**config.mk**
```make
export PLATFORM = sky130hd
export DESIGN_NAME = ctq_ctrl
export DESIGN_NICKNAME = d
export VERILOG_FILES = /design/src/rtl/ctq_pkg.sv /design/src/rtl/ctq_ctrl.sv
export SDC_FILE = /design/constraint.sdc
export NUM_CORES = 1
export LEC_CHECK = 0
export ABC_CLOCK_PERIOD_IN_PS = 1100
export BUFFER_PORTS_ARGS = -buffer_cell sky130_fd_sc_hd__clkbuf_2
export CAP_MARGIN = 20
export CORE_AREA = 4 4 41 43
export DETAILED_ROUTE_END_ITERATION = 8
export DIE_AREA = 0 0 45 47
export PLACE_DENSITY = 0.53
export SLEW_MARGIN = 0
export SYNTH_ARGS = -nofsm -noshare
export SYNTH_HDL_FRONTEND = slang
export SYNTH_SLANG_ARGS = --single-unit
```
**constraint.sdc**
```tcl
create_clock -name clk -period 1.1 [get_ports clk]
set_input_delay 0.11 -clock clk [delete_from_list [all_inputs] [get_ports clk]]
set_output_delay 0.11 -clock clk [all_outputs]
set_load 0.01 [all_outputs]
```
**src/rtl/ctq_pkg.sv**
```systemverilog
// Package for the connection timeout queue: command codes, controller states,
// and the command/status structs between controller and datapath.
// No dependencies.
package ctq_pkg;

	localparam int DEF_QUEUE_DEPTH = 64;
	localparam int DEF_TIME_BITS   = 32;
	localparam int WAIT_BITS       = 17;
	localparam logic [WAIT_BITS-1:0] WAIT_RESET = 17'd20;

	// input command codes
	localparam logic [1:0] CMD_ADD  = 2'd0;
	localparam logic [1:0] CMD_DEL  = 2'd1;
	localparam logic [1:0] CMD_TICK = 2'd2;

	// configuration register indexes
	localparam logic CFG_WAIT = 1'b0;
	localparam logic CFG_DROP = 1'b1;

	typedef enum logic [2:0] {
		ST_IDLE,
		ST_ADD,
		ST_DEL,
		ST_TICK_CHK,
		ST_TICK_POP,
		ST_TICK_INS
	} ctq_state_t;

	// controller -> datapath
	typedef struct packed {
		logic load_item;  // capture the accepted input item
		logic do_insert;  // sorted insert at now + wait
		logic ins_head;   // insert the popped head instead of the item
		logic rm_head;    // remove cell 0 (tick pop)
		logic rm_match;   // remove first cell of the item's connection
		logic load_rem;   // load count of due entries
		logic out_load;   // load the output register
		logic out_full;   // output is a table-full rejection
	} ctq_cmd_t;

	// datapath -> controller
	typedef struct packed {
		logic full;
		logic head_due;
		logic match_found;
		logic rem_one;
		logic rem_zero;
		logic out_free;
		logic drop;
	} ctq_sts_t;

endpackage

```
**src/rtl/ctq_ctrl.sv**
```systemverilog
// Controller state machine of the connection timeout queue.
// Depends on ctq_pkg.
module ctq_ctrl import ctq_pkg::*; (
	input  logic       clk,
	input  logic       arst_n,
	input  logic       in_valid,
	input  logic [1:0] in_cmd,
	output logic       in_ready,
	input  ctq_sts_t   sts,
	output ctq_cmd_t   cmd
);

	ctq_state_t state_q, state_d;

	// state register
	always_ff @(posedge clk or negedge arst_n) begin
		if (!arst_n) begin
			state_q <= ST_IDLE;
		end else begin
			state_q <= state_d;
		end
	end

	// next state and commands
	always_comb begin
		state_d  = state_q;
		cmd      = '0;
		in_ready = 1'b0;
		case (state_q)
			ST_IDLE: begin
				in_ready = 1'b1;
				if (in_valid) begin
					cmd.load_item = 1'b1;
					case (in_cmd)
						CMD_ADD:  state_d = ST_ADD;
						CMD_DEL:  state_d = ST_DEL;
						CMD_TICK: state_d = ST_TICK_CHK;
						default:  state_d = ST_IDLE;
					endcase
				end
			end
			ST_ADD: begin
				if (sts.full) begin
					if (sts.out_free) begin
						cmd.out_load = 1'b1;
						cmd.out_full = 1'b1;
						state_d = ST_IDLE;
					end
				end else begin
					cmd.do_insert = 1'b1;
					state_d = ST_IDLE;
				end
			end
			// one matching entry removed per cycle
			ST_DEL: begin
				if (sts.match_found) begin
					cmd.rm_match = 1'b1;
				end else begin
					state_d = ST_IDLE;
				end
			end
			ST_TICK_CHK: begin
				if (sts.head_due) begin
					cmd.load_rem = 1'b1;
					state_d = ST_TICK_POP;
				end else begin
					state_d = ST_IDLE;
				end
			end
			ST_TICK_POP: begin
				if (sts.out_free) begin
					cmd.out_load = 1'b1;
					cmd.rm_head  = 1'b1;
					if (!sts.drop) begin
						state_d = ST_TICK_INS;
					end else if (sts.rem_one) begin
						state_d = ST_IDLE;
					end
				end
			end
			ST_TICK_INS: begin
				cmd.do_insert = 1'b1;
				cmd.ins_head  = 1'b1;
				state_d = sts.rem_zero ? ST_IDLE : ST_TICK_POP;
			end
			default: state_d = ST_IDLE;
		endcase
	end

endmodule

```
==> impl_metrics.env, run 1 <==
export IMPL_synth_area_sq_um=298
export IMPL_synth_area_leaders="dfrtp_1 (25%), ha_1 (8.4%), nor2b_1 (6.3%)"
export IMPL_synth_edff_count=0
export IMPL_drc_errors=0
export IMPL_endpoint_kind="output port"
export IMPL_skew_ns=0.00261
export IMPL_yosysSeqAreaShare=0.252
export IMPL_port_buffers=20
export IMPL_clk_latency_ns=0.24
export IMPL_p_sw_mw=0.457
export IMPL_reg2reg_slack_ns=-0.10
export IMPL_critPathMaxStageDelay_ns=0.43
export IMPL_clock_sinks=3
export IMPL_syn_inst=35
export IMPL_finalPower_mw=1.27
export IMPL_die_area_sq_um=2120
export IMPL_grt_max_degree=7
export IMPL_wl_per_cell_um=11.7
export IMPL_die_y_um=47
export IMPL_crit_path_max_fanout=5
export IMPL_syn_num_nets=49
export IMPL_post_place_ws_ns=-0.0761
export IMPL_fin_area_sq_um=608
export IMPL_period_needed_ns=1.36
export IMPL_antenna_found_initial=0
export IMPL_p_leak_nw=0.331
export IMPL_p_comb_frac=0.652
export IMPL_top_register="state_q"
export IMPL_relSlewSlack=0.848
export IMPL_crit_family="flip-flops"
export IMPL_clkPwrFrac=0.155
export IMPL_placed_area_sq_um=493
export IMPL_utilization=0.467
export IMPL_drt_wl_total_um=991
export IMPL_core_area_sq_um=1300
export IMPL_r2r_start="state_q[1]$_DFFE_PN0P_"
export IMPL_grt_ovfl_total=0
export IMPL_max_cap_violations=0
export IMPL_whs_ns=0.214
export IMPL_cts_root_buf="clkbuf_4"
export IMPL_place_hpwl_um=707
export IMPL_worst_pin_slew_ns=0.228
export IMPL_setup_ws_ns=-0.261
export IMPL_io_pins=21
export IMPL_synthArstFlopShare=1.00
export IMPL_gp_congestion=0.693
export IMPL_cts_tree="done"
export IMPL_hold_path_class="input pin to flop"
export IMPL_num_antenna_cells=0
export IMPL_power_internal_mw=0.809
export IMPL_critPathKind="flop to output port"
export IMPL_stdcell_count=85
export IMPL_nets=85
export IMPL_yosys_area_top_type="dfrtp_1"
export IMPL_ant_nets=0
export IMPL_cp_arrival_ns=1.25
export IMPL_die_x_um=45
export IMPL_grt_first_pass_wirelength_um=1500
export IMPL_area_growth_pct=104
export IMPL_clk_path_buf_depth=2
export IMPL_cts_buffers=3
export IMPL_grt_pass1_vias=382
export IMPL_ys_warn_count=0
export IMPL_final_hold_violation_count=0
export IMPL_via_count=384
export IMPL_cp_required_ns=0.99
export IMPL_seq_power_share=0.193
export IMPL_violations="negative setup slack"
export IMPL_drt_iter0_markers=0
export IMPL_synth_cell_type_count=23
export IMPL_drive_above_1_share=0.700
export IMPL_synth_ff_type="dfrtp_1"
export IMPL_ys_ff_latch=3
export IMPL_first_pass_iters=1
export IMPL_fin_tns_setup_ns=-1.99
export IMPL_clk_pin_slew_worst_paths_ns=0.04
export IMPL_ys_top_cells_by_count="dfrtp_1 (3), nor2b_1 (3)"
export IMPL_track_usage=0.104
export IMPL_max_vdd_ir_drop_v=0.00154
export IMPL_status="complete, but fails checks"
export IMPL_crit_path_start_kind="flop"
export IMPL_std_cell_rows=13
export IMPL_setup_violations=12
export IMPL_drv_slew=0
export IMPL_vias_per_cell=4.52
export IMPL_avgSynthCellArea_sq_um=8.51
export IMPL_start_util=0.229
export IMPL_cellPowerDensity_nw_per_um2=2080
export IMPL_path_cells="buf_6 > nor2_2 > and3_2 > clkbuf_2"
export IMPL_reg_largest_list="state_q (3)"
export IMPL_worst_path_buf_inv=2
export IMPL_cts_max_level=1
export IMPL_finalCritPeriodShare=1.24
export IMPL_rsz0062_at_grt="true"
export IMPL_dp_cells=77
export IMPL_hold_path_startpoint="sts[3]"
export IMPL_slowest_stage="dfrtp_2"
export IMPL_largest_reg_flops=3
export IMPL_swShare=0.361
export IMPL_crit_start="state_q[0]$_DFFE_PN0P_"
export IMPL_fmax_mhz=735
export IMPL_netlist_area_leader_share=0.252
## worst min-delay path: cells and delay by family
| family | cells | cell delay (ns) |
|---|---|---|
| AO/OA/AOI/OAI | 1 | 0.13 |
| AND/OR/NAND/NOR | 1 | 0.09 |
| buffers and inverters | 1 | 0.08 |
## cell usage in the layout, fill, tap and decap left out, types with 2 or more instances in the layout
cell       n
clkbuf_2  16
buf_4      8
buf_6      7
clkbuf_4   3
dfrtp_2    3
nor2b_1    2
inv_1      2
nor2_2     2
and3_2     2
and3b_1    2
nand2_1    2
ha_1       2
## repair_timing
action	CTS	global route
resized for setup	8	11
pin swaps	3	2
setup endpoints to repair	12	12
hold endpoints to repair	3	0
hold buffers	1	0
buffers inserted	2	1
## cells by family (layout without fill, tap and decap cells)
kind of cell               after synthesis  count (layout)  share of synthesized area
and+or+nand+nor                         18              18                      0.403
AOI/OAI and AO/OA                        7               7                      0.168
buffers and inverters                    4              39                     0.0588
DFF                                      3               3                      0.252
adders and majority gates                2               2                     0.0840
muxes                                    1               1                     0.0336
## layout make-up
cell class,instances,area [sq um]
well taps,15,18.8
multi-input cells,28,243
fillers,142,693
flip-flops and latches,3,78.8
repair buffers,33,234
clock buffers,4,26.3
inverters,2,7.51
## power by group through the flow
stage	registers, mW	logic, mW	clock network [mW]
2_1_floorplan	0.188	0.383	0
3_3_place_gp	0.220	0.646	0
3_5_place_dp	0.222	0.635	0
4_1_cts	0.234	0.745	0.207
5_1_grt	0.254	0.897	0.215
6_report	0.244	0.826	0.196
## worst paths after layout
check | end | cells past startpoint
hold / removal | state_q[2]$_DFFE_PN0P_ | 3
setup / recovery | cmd[4] | 4
max in group asynchronous | state_q[0]$_DFFE_PN0P_ | 2
setup reg to reg | state_q[1]$_DFFE_PN0P_ | 4
hold reg to reg | state_q[0]$_DFFE_PN0P_ | 3
min in group asynchronous | state_q[1]$_DFFE_PN0P_ | 2
## layer usage
metal  global-route usage  vias up  routed length (um)
li1                     -      195                   -
met1                0.109      166                 424
met2                0.172       19                 461
met3               0.0383        4                  79
met4               0.0760        0                  26
met5                    0        -                   0
Note: power is estimated with default switching activity, not from simulation.
==> run 2, diff against run 1 <==
--- a/config.mk
+++ b/config.mk
@@ -12,6 +12,7 @@
 export DETAILED_ROUTE_END_ITERATION = 8
 export DIE_AREA = 0 0 45 47
 export PLACE_DENSITY = 0.53
+export SETUP_SLACK_MARGIN = 0.05
 export SLEW_MARGIN = 0
 export SYNTH_ARGS = -nofsm -noshare
 export SYNTH_HDL_FRONTEND = slang
==> run 2 against run 1 <==
Against the previous run:
- the flow still finishes with violations (negative setup slack)
- critical path depth did not move
- global-route usage unchanged
- non-clock buffer count unchanged
- via count rose by 1.8%
- flip-flop and latch count is the same
- largest cell class unchanged
==> impl_metrics.env, run 2 (synthesis gave the netlist of run 1 again) <==
export IMPL_cts_buffers=3
export IMPL_setup_ws_ns=-0.239
export IMPL_port_buffers=20
export IMPL_critPathKind="flop to output port"
export IMPL_final_hold_violation_count=0
export IMPL_die_x_um=45
export IMPL_seq_power_share=0.198
export IMPL_layout_commonest_cell="clkbuf_2"
export IMPL_seq_area_sq_um=78.8
export IMPL_grt_ovfl_total=0
export IMPL_num_antenna_cells=0
export IMPL_fin_tns_setup_ns=-1.81
export IMPL_clkPwrFrac=0.151
export IMPL_cpMostUsedCell="buf_6"
export IMPL_start_util=0.229
export IMPL_vias_per_cell=4.60
export IMPL_drive_above_1_share=0.700
export IMPL_p_leak_nw=0.335
export IMPL_worst_path_buf_inv=2
export IMPL_finalPower_mw=1.26
export IMPL_grt_max_degree=7
export IMPL_whs_ns=0.207
export IMPL_via_count=391
export IMPL_crit_family="flip-flops"
export IMPL_swShare=0.361
export IMPL_max_cap_violations=0
export IMPL_drc_errors=0
export IMPL_top_register="state_q"
export IMPL_critPathMaxStageDelay_ns=0.43
export IMPL_cp_required_ns=0.99
export IMPL_area_growth_pct=114
export IMPL_rsz0062_at_grt="true"
export IMPL_cts_max_level=1
export IMPL_multi_input_area_sq_um=258
export IMPL_slowest_stage="dfrtp_2"
export IMPL_drt_wl_total_um=948
export IMPL_clk_path_buf_depth=2
export IMPL_hold_path_class="input pin to flop"
export IMPL_largest_reg_flops=3
export IMPL_status="complete, but fails checks"
export IMPL_ant_nets=0
export IMPL_clk_pin_slew_worst_paths_ns=0.04
export IMPL_final_cell_mix="clkbuf_2 (16), buf_6 (11), buf_4 (4), clkbuf_4 (3), dfrtp_2 (3)"
export IMPL_n_fill_cell=125
export IMPL_post_place_ws_ns=-0.0681
export IMPL_crit_path_start_kind="flop"
export IMPL_grt_first_pass_wirelength_um=1520
export IMPL_cellPowerDensity_nw_per_um2=1970
export IMPL_std_cell_rows=13
export IMPL_crit_path_max_fanout=5
export IMPL_clock_sinks=3
export IMPL_violations="negative setup slack"
export IMPL_drt_iter0_markers=1
export IMPL_gp_congestion=0.764
export IMPL_power_internal_mw=0.804
export IMPL_skew_ns=0.00283
export IMPL_finalCritPeriodShare=1.22
export IMPL_nets=85
export IMPL_wl_per_cell_um=11.2
export IMPL_relSlewSlack=0.874
export IMPL_setup_violations=10
export IMPL_p_sw_mw=0.453
export IMPL_grt_pass1_vias=397
export IMPL_die_area_sq_um=2120
export IMPL_period_needed_ns=1.34
export IMPL_antenna_found_initial=0
export IMPL_path_cells="buf_6 > nor3_4 > and2_4 > buf_6"
export IMPL_fmax_mhz=747
export IMPL_cp_arrival_ns=1.23
export IMPL_track_usage=0.104
export IMPL_reg_largest_list="state_q (3)"
export IMPL_clk_latency_ns=0.23
export IMPL_cts_root_buf="clkbuf_4"
export IMPL_core_area_sq_um=1300
export IMPL_max_vdd_ir_drop_v=0.00130
export IMPL_io_pins=21
export IMPL_drv_slew=0
export IMPL_worst_pin_slew_ns=0.184
export IMPL_cts_tree="done"
export IMPL_die_y_um=47
export IMPL_p_comb_frac=0.651
export IMPL_endpoint_kind="output port"
export IMPL_first_pass_iters=2
[run 2: tightest hold or removal path: stages]
cell and delay, ns:
clkbuf_2 0.08, nand4b_1 0.09, a31o_1 0.13
[run 2: what timing repair did]
| action | in CTS | in global routing |
|---|---|---|
| pin swaps | 6 | 9 |
| gates resized for setup | 12 | 12 |
| hold endpoints to repair | 3 | 0 |
| setup endpoints to repair | 12 | 12 |
| buffers inserted | 5 | 0 |
| hold buffers | 1 | 0 |
[run 2: per-stage QoR]
| step | cells | instance area [sq um] | util |
|---|---|---|---|
| 6_report | 85 | 638 | 0.490 |
| 2_1_floorplan | 35 | 332 | - |
| 3_3_place_gp | 75 | 484 | 0.372 |
| 5_1_grt | 85 | 638 | 0.490 |
| 3_5_place_dp | 75 | 484 | 0.372 |
| 4_1_cts | 85 | 603 | 0.463 |
[run 2: cell type report]
type	count	area share
repair buffers	33	0.390
multi-input cells	28	0.404
inverters	2	0.0118
well taps	15	0.0294
clock buffers	4	0.0412
flip-flops and latches	3	0.124
[run 2: layer usage]
metal / global-route usage / vias to the layer above / wire, um
li1: - / 195 / -
met1: 0.114 / 177 / 392
met2: 0.167 / 17 / 463
met3: 0.00766 / 2 / 71
met4: 0.123 / 0 / 19
met5: 0 / - / 0
[run 2: final timing paths]
path / from / end / slack [ns] / depth (start not counted)
worst min-delay path: sts[3] / state_q[2]$_DFFE_PN0P_ / 0.21 / 3
max in group asynchronous: arst_n / state_q[0]$_DFFE_PN0P_ / 0.74 / 2
worst max register to register: state_q[2]$_DFFE_PN0P_ / state_q[0]$_DFFE_PN0P_ / -0.07 / 4
worst max-delay path: state_q[0]$_DFFE_PN0P_ / cmd[7] / -0.24 / 4
worst min register to register: state_q[1]$_DFFE_PN0P_ / state_q[0]$_DFFE_PN0P_ / 0.70 / 3
min in group asynchronous: arst_n / state_q[1]$_DFFE_PN0P_ / 0.22 / 2
[run 2: power groups by stage]
stage               clock network [mW]  logic [mW]  registers (mW)
CTS                              0.201       0.764           0.241
finish                           0.190       0.819           0.249
global placement                     0       0.596           0.227
global route                     0.206       0.890           0.258
detailed placement                   0       0.595           0.226
floorplan                            0       0.402           0.195
==> run 3, diff against run 2 <==
--- a/config.mk
+++ b/config.mk
@@ -5,13 +5,14 @@
 export SDC_FILE = /design/constraint.sdc
 export NUM_CORES = 1
 export LEC_CHECK = 0
+export ABC_AREA = 1
 export ABC_CLOCK_PERIOD_IN_PS = 1100
 export BUFFER_PORTS_ARGS = -buffer_cell sky130_fd_sc_hd__clkbuf_2
 export CAP_MARGIN = 20
 export CORE_AREA = 4 4 41 43
 export DETAILED_ROUTE_END_ITERATION = 8
 export DIE_AREA = 0 0 45 47
-export PLACE_DENSITY = 0.53
+export PLACE_DENSITY = 0.57
 export SETUP_SLACK_MARGIN = 0.05
 export SLEW_MARGIN = 0
 export SYNTH_ARGS = -nofsm -noshare
==> run 3 against run 2 <==
Against the previous run:
- non-clock buffer count decreased by 2
- largest cell class unchanged
- critical endpoint is now cmd[1]
- synthesized cell count is 77% higher
- maximum frequency is 3.9% higher
- clock skew down 0.0027 ns
- wire length up 15%
- via count up 24%
- register-to-register slack worse by 0.08 ns
- highest routed layer is now met3
- global-route usage rose by 0.73 points
- the run still ends with negative setup slack left
- design area is 7.5% higher
==> impl_metrics.env, run 3 <==
export IMPL_finalCritPeriodShare=1.17
export IMPL_multi_input_area_sq_um=297
export IMPL_yosys_area_top_type="dfrtp_1"
export IMPL_first_pass_iters=1
export IMPL_top_register="state_q"
export IMPL_drt_wl_total_um=1090
export IMPL_setup_violations=12
export IMPL_status="complete, but fails checks"
export IMPL_wl_met1_um=422
export IMPL_critPathKind="flop to output port"
export IMPL_crit_path_max_fanout=5
export IMPL_clk_path_buf_depth=2
export IMPL_ys_warn_count=0
export IMPL_seq_area_sq_um=78.8
export IMPL_area_growth_pct=96.4
export IMPL_core_area_sq_um=1300
export IMPL_drv_slew=0
export IMPL_cp_arrival_ns=1.18
export IMPL_antenna_found_initial=0
export IMPL_synth_area_leaders="dfrtp_1 (22%), inv_1 (18%), nand2_1 (13%)"
export IMPL_synth_area_sq_um=349
export IMPL_cts_max_level=1
export IMPL_crit_path_start_kind="flop"
export IMPL_p_leak_nw=0.416
export IMPL_clock_sinks=3
export IMPL_grt_ovfl_total=0
export IMPL_n_fill_cell=141
export IMPL_period_needed_ns=1.29
export IMPL_fin_area_sq_um=686
export IMPL_cts_buffers=3
export IMPL_synthMostInstantiatedCell="inv_1"
export IMPL_avgSynthCellArea_sq_um=5.63
export IMPL_r2r_end="state_q[2]$_DFFE_PN0P_"
export IMPL_reg2reg_slack_ns=-0.15
export IMPL_netlist_area_leader_share=0.215
export IMPL_cellPowerDensity_nw_per_um2=2020
export IMPL_start_util=0.268
export IMPL_worst_pin_slew_ns=0.208
export IMPL_crit_start="state_q[1]$_DFFE_PN0P_"
export IMPL_synth_ff_type="dfrtp_1"
export IMPL_io_pins=21
export IMPL_std_cell_rows=13
export IMPL_relSlewSlack=0.860
export IMPL_nets=112
export IMPL_finalPower_mw=1.39
export IMPL_hold_path_startpoint="sts[6]"
export IMPL_die_y_um=47
export IMPL_rr_worst_depth=7
export IMPL_syn_num_nets=76
export IMPL_grt_first_pass_wirelength_um=1690
export IMPL_max_vdd_ir_drop_v=0.00123
export IMPL_grt_pass1_vias=447
export IMPL_grt_max_degree=7
export IMPL_setup_ws_ns=-0.190
export IMPL_fmax_mhz=775
export IMPL_final_cell_mix="clkbuf_2 (13), inv_1 (12), nand2_2 (9), buf_4 (9)"
export IMPL_die_x_um=45
export IMPL_violations="negative setup slack"
export IMPL_synth_edff_count=0
export IMPL_ys_ff_latch=3
export IMPL_wl_per_cell_um=9.70
export IMPL_endpoint_kind="output port"
export IMPL_drt_iter0_markers=0
export IMPL_die_area_sq_um=2120
export IMPL_clk_pin_slew_worst_paths_ns=0.04
export IMPL_place_hpwl_um=787
export IMPL_placed_area_sq_um=490
export IMPL_track_usage=0.112
export IMPL_reg_largest_list="state_q (3)"
export IMPL_cp_required_ns=0.99
export IMPL_largest_reg_flops=3
export IMPL_gp_congestion=0.748
export IMPL_drive_above_1_share=0.670
export IMPL_drc_errors=0
export IMPL_cts_root_buf="clkbuf_4"
export IMPL_max_cap_violations=0
export IMPL_cts_tree="done"
export IMPL_via_count=483
export IMPL_clk_latency_ns=0.23
export IMPL_skew_ns=0.000169
export IMPL_hold_path_class="input pin to flop"
export IMPL_dr_wl_met3_um=64
export IMPL_route_met2_wl_um=598
export IMPL_ys_top_cells_by_count="inv_1 (17), nand2_1 (12), nor2_1 (9)"
export IMPL_yosysSeqAreaShare=0.215
export IMPL_vias_per_cell=4.31
export IMPL_highest_signal_layer="met3"
export IMPL_final_hold_violation_count=0
export IMPL_r2r_start="state_q[1]$_DFFE_PN0P_"
export IMPL_synth_cell_type_count=11
export IMPL_num_antenna_cells=0
export IMPL_port_buffers=20
export IMPL_syn_inst=62
export IMPL_ant_nets=0
export IMPL_synthArstFlopShare=1.00
export IMPL_layout_commonest_cell="clkbuf_2"
export IMPL_endpoint="cmd[1]"
export IMPL_rsz0062_at_grt="true"
[run 3: cell types whose count changed after synthesis, moves of 4 or more]
cell,previous run,this run
nand2_1,2,12
nor2_2,0,4
inv_1,2,17
nor2_1,2,9
nand3_1,0,8
[run 3: area by class of cell]
type / instances / share of cell area
multi-input combinational: 42 / 0.432
tap: 15 / 0.0274
sequential: 3 / 0.115
timing repair buffer: 31 / 0.294
inverter: 17 / 0.0931
clock buffer: 4 / 0.0383
[run 3: routing by layer]
layer,track usage,up-vias
met5,0,-
met1,0.116,214
met2,0.203,12
met3,0.0345,0
met4,0.0526,0
li1,-,257
[run 3: what timing repair did]
item / CTS / global route
hold endpoints to repair: 3 / 0
pin swaps: 7 / 5
gates cloned: 0 / 0
buffers inserted: 5 / 2
gates resized for setup: 20 / 21
hold buffers: 1 / 0
setup endpoints to repair: 12 / 12
[run 3: report_power, final]
| part | leakage [nW] | switching (mW) | internal (mW) |
|---|---|---|---|
| Combinational | 0.365 | 0.476 | 0.461 |
| Clock | 0.0150 | 0.0594 | 0.136 |
| Sequential | 0.0355 | 0.0993 | 0.157 |
[run 3: worst min-delay path by stage]
stage / endpoint / slack, ns / cells past startpoint
CTS: state_q[0]$_DFFE_PN0P_ / 0.15 / 3
global route: state_q[0]$_DFFE_PN0P_ / 0.17 / 3
finish: state_q[0]$_DFFE_PN0P_ / 0.15 / 3
global placement: state_q[1]$_DFFE_PN0P_ / -0.09 / 1
floorplan: state_q[0]$_DFFE_PN0P_ / -0.19 / 0
detailed placement: state_q[1]$_DFFE_PN0P_ / -0.09 / 1
[run 3: cell families after synthesis]
family / share of synthesized area
buffers and inverters: 0.183
AOI/OAI and AO/OA: 0.0286
adders and majority gates: 0.0717
DFF: 0.215
and+or+nand+nor: 0.502
[run 3: critical path, cell delays in order, from the launching register on]
cell and delay (ns):
dfrtp_2 0.47, nor2_4 0.15, nand2_2 0.08, a21oi_2 0.12, buf_2 0.13
[run 3: through the flow]
step	setup TNS [ns]	worst slack [ns]	hold WS [ns]	std cells	utilization
floorplan	0	0.0656	-0.186	62	-
global placement	-0.283	-0.0875	-0.0924	100	0.377
detailed placement	-0.280	-0.0827	-0.0907	100	0.377
CTS	-1.77	-0.176	0.148	110	0.488
global route	-2.57	-0.248	0.169	112	0.527
finish	-1.71	-0.190	0.149	112	0.527
